File: src/rtl/xbf_pkg.sv
`default_nettype none

package xbf_pkg;

    localparam int          BLOCK_BYTES_DEF = 128;
    localparam logic [7:0]  SOH_BYTE        = 8'h01;
    localparam logic [15:0] CRC_POLY        = 16'h1021;

    localparam logic [1:0]  RUN_DATA_ONLY   = 2'd0;
    localparam logic [1:0]  RUN_SUM_TRAILER = 2'd1;
    localparam logic [1:0]  RUN_CRC_TRAILER = 2'd2;
    localparam logic [1:0]  RUN_HEADER      = 2'd3;

    typedef struct packed {
        logic [3:0][7:0] bytes;
        logic [1:0]      last_idx;
        logic            trailer;
    } burst_t;

    function automatic logic [15:0] crc_fold(input logic [15:0] crc_in,
                                             input logic [7:0]  data);
        logic [15:0] crc;
        crc = crc_in ^ {data, 8'h00};
        for (int k = 0; k < 8; k++)
        begin
            if (crc[15])
                crc = {crc[14:0], 1'b0} ^ CRC_POLY;
            else
                crc = {crc[14:0], 1'b0};
        end
        return crc;
    endfunction

endpackage

`default_nettype wire

File: src/rtl/xbf_framer.sv
`default_nettype none

module xbf_framer
    import xbf_pkg::*;
#(
    parameter int BLOCK_BYTES = BLOCK_BYTES_DEF
)
(
    input  wire logic       clk,
    input  wire logic       rst_n,
    input  wire logic       load,
    input  wire logic [7:0] data,
    input  wire logic [7:0] num,
    input  wire logic       crc_mode,
    output burst_t          burst
);

    localparam int PW = $clog2(BLOCK_BYTES);

    logic [PW-1:0] pos_reg, pos_next;
    logic [15:0]   crc_reg, crc_next;
    logic [7:0]    sum_reg, sum_next;
    logic          first;
    logic          last;
    logic [15:0]   crc_base;
    logic [7:0]    sum_base;

    assign first    = (pos_reg == '0);
    assign last     = (pos_reg == PW'(BLOCK_BYTES - 1));
    assign crc_base = first ? 16'h0000 : crc_reg;
    assign sum_base = first ? 8'h00 : sum_reg;
    assign crc_next = crc_fold(crc_base, data);
    assign sum_next = sum_base + data;
    assign pos_next = last ? '0 : pos_reg + PW'(1);

    always_comb
    begin
        burst.bytes    = '0;
        burst.last_idx = RUN_DATA_ONLY;
        burst.trailer  = 1'b0;
        if (first)
        begin
            burst.bytes[0] = SOH_BYTE;
            burst.bytes[1] = num;
            burst.bytes[2] = 8'hFF - num;
            burst.bytes[3] = data;
            burst.last_idx = RUN_HEADER;
        end
        else if (last)
        begin
            burst.bytes[0] = data;
            burst.trailer  = 1'b1;
            if (crc_mode)
            begin
                burst.bytes[1] = crc_next[15:8];
                burst.bytes[2] = crc_next[7:0];
                burst.last_idx = RUN_CRC_TRAILER;
            end
            else
            begin
                burst.bytes[1] = sum_next;
                burst.last_idx = RUN_SUM_TRAILER;
            end
        end
        else
        begin
            burst.bytes[0] = data;
        end
    end

    always_ff @(posedge clk or negedge rst_n)
    begin
        if (!rst_n)
        begin
            pos_reg <= '0;
            crc_reg <= '0;
            sum_reg <= '0;
        end
        else if (load)
        begin
            pos_reg <= pos_next;
            crc_reg <= crc_next;
            sum_reg <= sum_next;
        end
    end

endmodule

`default_nettype wire

File: src/rtl/xmodem_block_framer.sv
`default_nettype none

// XMODEM block framer. Each accepted item is one payload byte; a block of
// BLOCK_BYTES items becomes one packet: SOH, block number, its complement,
// the data bytes, then the 8-bit sum (crc_mode 0) or CRC-16 high and low
// (crc_mode 1, poly 0x1021, init 0). block_number is used on a block's first
// byte only. The output emits one byte per cycle while out_stall is low, so
// an item makes 4 bytes on a block's first byte, 2 or 3 on its last, and 1
// otherwise; a new item is taken each cycle the one-byte-per-cycle output
// serializer can absorb it. Write cfg_we/cfg_wdata only while idle.

module xmodem_block_framer
    import xbf_pkg::*;
#(
    parameter int BLOCK_BYTES = BLOCK_BYTES_DEF
)
(
    input  wire logic       clk,
    input  wire logic       rst_n,
    input  wire logic       cfg_we,
    input  wire logic       cfg_wdata,
    input  wire logic       in_valid,
    output logic            in_stall,
    input  wire logic [7:0] payload_byte,
    input  wire logic [7:0] block_number,
    output logic            out_valid,
    input  wire logic       out_stall,
    output logic [7:0]      tx_byte,
    output logic            last_of_run,
    output logic            packet_done
);

    logic       mode_reg;
    logic       in_valid_reg;
    logic [7:0] in_byte_reg;
    logic [7:0] in_num_reg;
    burst_t     burst_new;
    burst_t     burst_reg;
    logic       burst_valid_reg;
    logic [1:0] burst_idx_reg;
    logic       out_valid_reg;
    logic [7:0] tx_byte_reg;
    logic       last_reg;
    logic       done_reg;
    logic       out_free;
    logic       burst_emit;
    logic       burst_at_end;
    logic       burst_emit_last;
    logic       burst_load;

    assign out_free        = !out_valid_reg || !out_stall;
    assign burst_emit      = burst_valid_reg && out_free;
    assign burst_at_end    = (burst_idx_reg == burst_reg.last_idx);
    assign burst_emit_last = burst_emit && burst_at_end;
    assign burst_load      = in_valid_reg && (!burst_valid_reg || burst_emit_last);
    assign in_stall        = in_valid_reg && !burst_load;

    assign out_valid   = out_valid_reg;
    assign tx_byte     = tx_byte_reg;
    assign last_of_run = last_reg;
    assign packet_done = done_reg;

    xbf_framer #(
        .BLOCK_BYTES (BLOCK_BYTES)
    ) u_framer (
        .clk      (clk),
        .rst_n    (rst_n),
        .load     (burst_load),
        .data     (in_byte_reg),
        .num      (in_num_reg),
        .crc_mode (mode_reg),
        .burst    (burst_new)
    );

    always_ff @(posedge clk or negedge rst_n)
    begin
        if (!rst_n)
            mode_reg <= 1'b0;
        else if (cfg_we)
            mode_reg <= cfg_wdata;
    end

    always_ff @(posedge clk or negedge rst_n)
    begin
        if (!rst_n)
            in_valid_reg <= 1'b0;
        else if (!in_stall)
            in_valid_reg <= in_valid;
    end

    always_ff @(posedge clk)
    begin
        if (!in_stall && in_valid)
        begin
            in_byte_reg <= payload_byte;
            in_num_reg  <= block_number;
        end
    end

    always_ff @(posedge clk or negedge rst_n)
    begin
        if (!rst_n)
        begin
            burst_valid_reg <= 1'b0;
            burst_idx_reg   <= '0;
        end
        else if (burst_load)
        begin
            burst_valid_reg <= 1'b1;
            burst_idx_reg   <= '0;
        end
        else if (burst_emit)
        begin
            if (burst_at_end)
                burst_valid_reg <= 1'b0;
            else
                burst_idx_reg <= burst_idx_reg + 2'd1;
        end
    end

    always_ff @(posedge clk)
    begin
        if (burst_load)
            burst_reg <= burst_new;
    end

    always_ff @(posedge clk or negedge rst_n)
    begin
        if (!rst_n)
            out_valid_reg <= 1'b0;
        else if (out_free)
            out_valid_reg <= burst_emit;
    end

    always_ff @(posedge clk)
    begin
        if (burst_emit)
        begin
            tx_byte_reg <= burst_reg.bytes[burst_idx_reg];
            last_reg    <= burst_at_end;
            done_reg    <= burst_at_end && burst_reg.trailer;
        end
    end

    a_done_ends_run: assert property (@(posedge clk) disable iff (!rst_n)
        out_valid_reg && done_reg |-> last_reg)
        else $error("packet_done without last_of_run");

    a_idx_in_range: assert property (@(posedge clk) disable iff (!rst_n)
        burst_valid_reg |-> burst_idx_reg <= burst_reg.last_idx)
        else $error("burst index past end of run");

    a_no_overwrite: assert property (@(posedge clk) disable iff (!rst_n)
        burst_valid_reg && !burst_emit_last |-> !burst_load)
        else $error("burst reloaded before run finished");

    a_emit_advances: assert property (@(posedge clk) disable iff (!rst_n)
        burst_emit && !burst_at_end && !burst_load |=>
            burst_valid_reg && burst_idx_reg == $past(burst_idx_reg) + 2'd1)
        else $error("burst index did not advance");

endmodule

`default_nettype wire

File: config.mk
export PLATFORM = sky130hd
export DESIGN_NAME = xmodem_block_framer
export DESIGN_NICKNAME = d
export VERILOG_FILES = /design/src/rtl/xbf_pkg.sv /design/src/rtl/xbf_framer.sv /design/src/rtl/xmodem_block_framer.sv
export SDC_FILE = /design/constraint.sdc
export NUM_CORES = 1
export LEC_CHECK = 0
export ABC_CLOCK_PERIOD_IN_PS = 3200
export BUFFER_PORTS_ARGS = -buffer_cell sky130_fd_sc_hd__buf_4
export CAP_MARGIN = 20
export CORE_MARGIN = 10
export CORE_UTILIZATION = 46
export DETAILED_ROUTE_END_ITERATION = 12
export PLACE_DENSITY = 0.67
export SLEW_MARGIN = 25
export SYNTH_ARGS = -nofsm -noshare
export SYNTH_HDL_FRONTEND = slang
export SYNTH_SLANG_ARGS = --single-unit
File: constraint.sdc
create_clock -name clk -period 3.2 [get_ports clk]
set_clock_uncertainty 0.2 [all_clocks]
set_input_delay 0.48 -clock clk [delete_from_list [all_inputs] [get_ports clk]]
set_output_delay 0.48 -clock clk [all_outputs]
set_load 0.02 [all_outputs]
==> results.ini, run 1 <==
[outcome]
status = completed

[final_layout]
final_area_mm2 = 0.00544
fillers = 895
final_layout_size_suffix_gt1_share_pct = 18.4
num_antenna_cells = 0
syn2layout_area_growth_pct = 13.2
ff_latch_area_mm2 = 0.00276
layout.nets = 461
final_util_pct = 53.1
largest_register_ffs = 35
multiInputGateArea_mm2 = 0.00195

[routing]
ant_nets = 0
wire_per_inst_um = 18.3
vias_per_cell = 5.30
drtPass1Iterations = 4
drc = 0
route.vias.total = 3019
drt_wl_total_mm = 10.4
drtIter0Drc = 226

[worst_hold_path]
min_delay_worst_endpoint = in_byte_reg[3]
min_path_type = in -> reg
min_from = payload_byte[3]
hold_depth = 1

[clock_tree]
htreeDepth = 3
cts_tree = done
clockRootBuffer = clkbuf_8
clkLatencyLatePin_ns = 0.38
cts.sinks = 98
cts_buffers = 9
post_cts_buffers = 0
cts_buffer_depth = 2
path_clk_slew_ns = 0.09

[global_route]
antenna_found_initial = 0
overflow = 0
grtUsageTotal_pct = 14.8
grt_pass1_vias = 3138
grt_max_degree = 45
grt_pass1_wl_mm = 16.9

[place]
io_buffers = 33
dp_hpwl_mm = 7.33
gp_congestion = 0.906
placed_area_mm2 = 0.00523

[sta]
hold_violations = 0
setup_viol = 0
min_period_over_period_pct = 93.2
fin_crit_ns = 2.98
fmax_mhz = 335
fin_setup_tns_ns = 0
drv_slew = 0
rsz0062_at_grt = no
tightest_slew_ns = 0.671
slew_headroom_pct = 55.0

[floorplanning]
die_y_um = 122
core_mm2 = 0.0102
dieArea_mm2 = 0.0149
rows = 37
num_io_pins = 34
initial_core_util_pct = 46.9
die-width_um = 122

[job]
drv_cap = 0

[logic_synthesis]
syn_area_mm2 = 0.00480
syn_avg_cell_area_um2 = 12.2
synth_top_area_share_pct = 38.1
seq_area_frac_synth_pct = 57.4
ys_seq_elements = 98
synth.area.top_cells = edfxtp_1, dfrtp_1, xnor2_1, nand2_1, mux4_2
synth_top_cell_by_area = edfxtp_1
synth_flop_cell = edfxtp_1
async_reset_ff_share_pct = 37.8
synthDistinctLibCells = 48
synthCells = 393
yosys_warnings = 0
syn-num-nets = 425
synth-edff-count = 61

[power]
power.leakage_nw = 2.20
p_per_area_mw_per_mm2 = 1160
ir_worst_vdd_mv = 0.385

[worst_setup_path]
crit_fanout = 5
rr_worst_depth = 12
worstSetupStartpointType = flop
regToRegSetupSlack_ns = 0.22
path_class = reg -> reg
rr_startpoint = u_framer.pos_reg[0]
r2r_end = burst_reg[17]
cp.arrival_ns = 2.92
crit_required_ns = 3.14
cp-end-kind = flop

==> per-layer routing <==
metal | wire length (µm) | GRT usage (%)
met1 | 4740 | 19.0
met2 | 4880 | 23.8
met3 | 628 | 2.91
met4 | 172 | 6.77
met5 | 0 | 0
==> final cells by class <==
| class | count | area share (%) |
|---|---|---|
| sequential | 98 | 50.7 |
| timing repair buffer | 46 | 6.40 |
| multi-input combinational | 268 | 35.9 |
| inverter | 6 | 0.414 |
| clock buffer | 11 | 2.42 |
| tap | 136 | 3.13 |
| clock inverter | 5 | 1.01 |
==> metrics by stage <==
step	cells	total power, mW	hold slack (ns)	worst slack, ns
after global placement	553	5.46	0.256	0.250
after floorplan	393	4.68	-0.0156	-0.0485
after CTS	570	6.33	0.0609	0.171
final	570	6.31	0.0700	0.218
after detailed placement	553	5.54	0.261	0.180
after global routing	570	6.78	0.0588	0.0311
==> synthesized netlist by cell type, types with 3 or more instances <==
cell type	count
a21o_1	3
a21oi_1	10
and2_1	19
and3_1	11
buf_2	4
clkbuf_1	15
dfrtp_1	37
edfxtp_1	61
ha_1	9
inv_1	4
mux2i_1	3
mux4_2	8
nand2_1	61
nand2b_1	3
nand3_1	8
nor2_1	7
nor3_1	3
o21ai_0	29
o22ai_1	8
o31ai_1	3
xnor2_1	32
xnor3_1	3
xor2_1	20
==> report_power, final <==
part           switching [mW]  internal, mW
Clock                   0.428         0.360
Combinational            1.77          1.43
Sequential              0.333          1.99
==> repair_timing <==
action                                  in CTS  in global routing
resized for setup                            0                  2
endpoints found under the hold margin       37                  0
endpoints found under the setup margin       0                  3
hold buffers                                 1                  0
==> how the worst max path moves through the flow <==
stage,from,end,slack [ns],cells after the start
after floorplan,u_framer.pos_reg[0],burst_reg[17],-0.05,14
after global placement,u_framer.pos_reg[0],burst_reg[17],0.25,12
after detailed placement,u_framer.pos_reg[0],burst_reg[17],0.18,12
after CTS,u_framer.pos_reg[0],burst_reg[17],0.17,12
after global routing,u_framer.pos_reg[1],burst_reg[17],0.03,12
final,u_framer.pos_reg[0],burst_reg[17],0.22,12
==> worst max-delay path, stage by stage, from the launching register on <==
cell      delay (ns)
dfrtp_1         0.42
inv_1           0.07
ha_1            0.14
nor4b_4         0.20
nand2_1         0.17
and2_1          0.20
ha_2            0.18
fa_2            0.40
a211oi_2        0.20
o21bai_1        0.10
a21oi_2         0.19
mux2i_1         0.20
nand3_1         0.08
==> layout by cell type, fill, tap and decap left out, types with 4 or more instances in the layout <==
master / instances
xnor2_1: 32
clkbuf_8: 9
o21ai_0: 28
nand2_1: 61
xor2_1: 20
nand3_1: 8
o22ai_1: 8
and2_1: 19
and3_1: 11
inv_1: 4
edfxtp_1: 61
mux4_2: 8
ha_1: 8
nor2_1: 7
buf_4: 45
a21oi_1: 9
dfrtp_1: 37
==> kinds of logic after synthesis <==
family                   after synthesis  share of synthesized area [%]
multiplexers                          12                           4.61
XOR/XNOR                              57                           11.9
adder cells (fa/ha/maj)               10                           2.76
AO/OA/AOI/OAI                         67                           8.47
buffers and inverters                 27                           2.37
flip-flops                            98                           57.4
AND/OR/NAND/NOR                      122                           12.5
Note: power is estimated with default switching activity, not from simulation.
==> run 2, diff against run 1 <==
--- a/config.mk
+++ b/config.mk
@@ -10,6 +10,7 @@
 export CAP_MARGIN = 20
 export CORE_MARGIN = 10
 export CORE_UTILIZATION = 46
+export CTS_BUF_LIST = sky130_fd_sc_hd__clkbuf_4
 export DETAILED_ROUTE_END_ITERATION = 12
 export PLACE_DENSITY = 0.67
 export SLEW_MARGIN = 25
==> run 2 against run 1 <==
  * First-iteration DRC count fell by 26%
  * Cell count is 3.3% higher
  * Clock power down 17%
  * Highest routed layer unchanged
  * Largest cell class unchanged
  * Wire length is 0.49% lower
  * Fmax is 0.24% lower
  * Flip-flop and latch count did not move
  * Non-clock buffer count up 18
  * Sequential power barely moved
  * Global-route usage grew 0.12 points
  * Power decreased by 2.0%
  * Cell area up 2.5%
==> results.ini, run 2 (synthesis gave the netlist of run 1 again) <==
[sta]
setup_ws_ns = 0.211
fin_crit_ns = 2.99
setup_viol = 0
drv_slew = 0
hold_violations = 0
fmax_mhz = 335
rsz0062_at_grt = no
slew_headroom_pct = 54.1
min_period_over_period_pct = 93.4
holdWs_ns = 0.0323
tightest_slew_ns = 0.684

[clock_tree]
clkLatencyLatePin_ns = 0.46
cts_buffer_depth = 2
cts_tree = done
cts_buffers = 9
htreeDepth = 3
path_clk_slew_ns = 0.14
clockRootBuffer = clkbuf_4
cts.sinks = 98

[power]
ir_worst_vdd_mv = 0.380
power.leakage_nw = 2.26
p_per_area_mw_per_mm2 = 1110

[worst_setup_path]
worstPathCellList = inv_1 > ha_1 > nor4b_4 > nand2_1 > and2_1 > ha_2 > fa_2 > a211oi_2 > o21bai_1 > a21oi_2 > mux2i_1 > nand3_1
slowest_stage = dfrtp_1
cp-end-kind = flop
path_class = reg -> reg
cpPeakStageDelay_ns = 0.44
crit_fanout = 5
cp_num_buf_inv = 1
crit_required_ns = 3.22
worstSetupStartpointType = flop
cp.arrival_ns = 3.01
critPathTopFamily = adder cells
rr_worst_depth = 12
r2r_end = burst_reg[17]
regToRegSetupSlack_ns = 0.21
rr_startpoint = u_framer.pos_reg[0]

[routing]
ant_nets = 0
vias_per_cell = 5.23
drt_wl_total_mm = 10.4
drtPass1Iterations = 4
route.vias.total = 3083
wire_per_inst_um = 17.6
drtIter0Drc = 167
drc = 0

[global_route]
antenna_found_initial = 1
grt_pass1_wl_mm = 17.1
grt_pass1_vias = 3223
grt_max_degree = 45
overflow = 0
grtUsageTotal_pct = 14.9

[place]
place_ws_ns = 0.180
gp_congestion = 0.906
dp_hpwl_mm = 7.33
io_buffers = 33
dp.cells = 553
placed_area_mm2 = 0.00523

[floorplanning]
dieArea_mm2 = 0.0149
rows = 37
initial_core_util_pct = 46.9
num_io_pins = 34
die-width_um = 122
die_y_um = 122
core_mm2 = 0.0102

[job]
drv_cap = 0

[final_layout]
stdcell_count = 589
final_area_mm2 = 0.00557
final_layout_size_suffix_gt1_share_pct = 18.1
syn2layout_area_growth_pct = 15.9
layout.nets = 479
largest_register_ffs = 35
mostFrequentLayoutCells = nand2_1, edfxtp_1, buf_4

[worst_hold_path]
min_path_type = in -> reg
min_from = cfg_wdata
min_delay_worst_endpoint = mode_reg
hold_depth = 3

[outcome]
status = completed

==> run 2: area by class of cell <==
cell class / instances / area (µm²)
Clock buffer: 11 / 82.6
Timing Repair Buffer: 64 / 528
Clock inverter: 5 / 55.1
Antenna cell: 1 / 2.50
Fill cell: 885 / 4660
Inverter: 6 / 22.5
Tap cell: 136 / 170
Sequential cell: 98 / 2760
Multi-Input combinational cell: 268 / 1950
==> run 2: worst register-to-register path, cell delays in order, from the launching register on <==
cell and delay, ns:
dfrtp_1 0.44, inv_1 0.07, ha_1 0.14, nor4b_4 0.20
nand2_1 0.17, and2_1 0.20, ha_2 0.18, fa_2 0.40
a211oi_2 0.19, o21bai_1 0.10, a21oi_2 0.19, mux2i_1 0.20
nand3_1 0.08
==> run 2: through the flow <==
step                      util, %  power (mW)  setup TNS (ns)
final                        54.4        6.18               0
after global routing         54.4        6.68               0
after CTS                    54.4        6.21               0
after detailed placement     51.2        5.54               0
after global placement       51.2        5.46               0
after floorplan                 -        4.68         -0.0485
==> run 2: metal layers <==
metal	share of wire, %	GRT usage [%]	vias to the layer above
met1	45	19.2	1478
met3	6.1	4.07	17
li1	-	-	1499
met2	47	23.5	89
met4	1.9	5.96	0
met5	0	0	-
==> run 2: repair_timing <==
action,CTS,global route
setup buffers,0,0
endpoints found under the setup margin,0,3
hold buffers,19,0
resized for setup,0,2
endpoints found under the hold margin,55,0
==> run 2: power breakdown <==
part | switching, mW | internal (mW)
registers | 0.334 | 1.98
clock network | 0.400 | 0.254
logic | 1.77 | 1.45
==> run 2: worst max path at each step <==
stage / from / end / slack (ns) / depth (start not counted)
floorplan: u_framer.pos_reg[0] / burst_reg[17] / -0.05 / 14
global placement: u_framer.pos_reg[0] / burst_reg[17] / 0.25 / 12
detailed placement: u_framer.pos_reg[0] / burst_reg[17] / 0.18 / 12
CTS: u_framer.pos_reg[0] / burst_reg[17] / 0.17 / 12
global route: u_framer.pos_reg[1] / burst_reg[17] / 0.03 / 12
finish: u_framer.pos_reg[0] / burst_reg[17] / 0.21 / 12
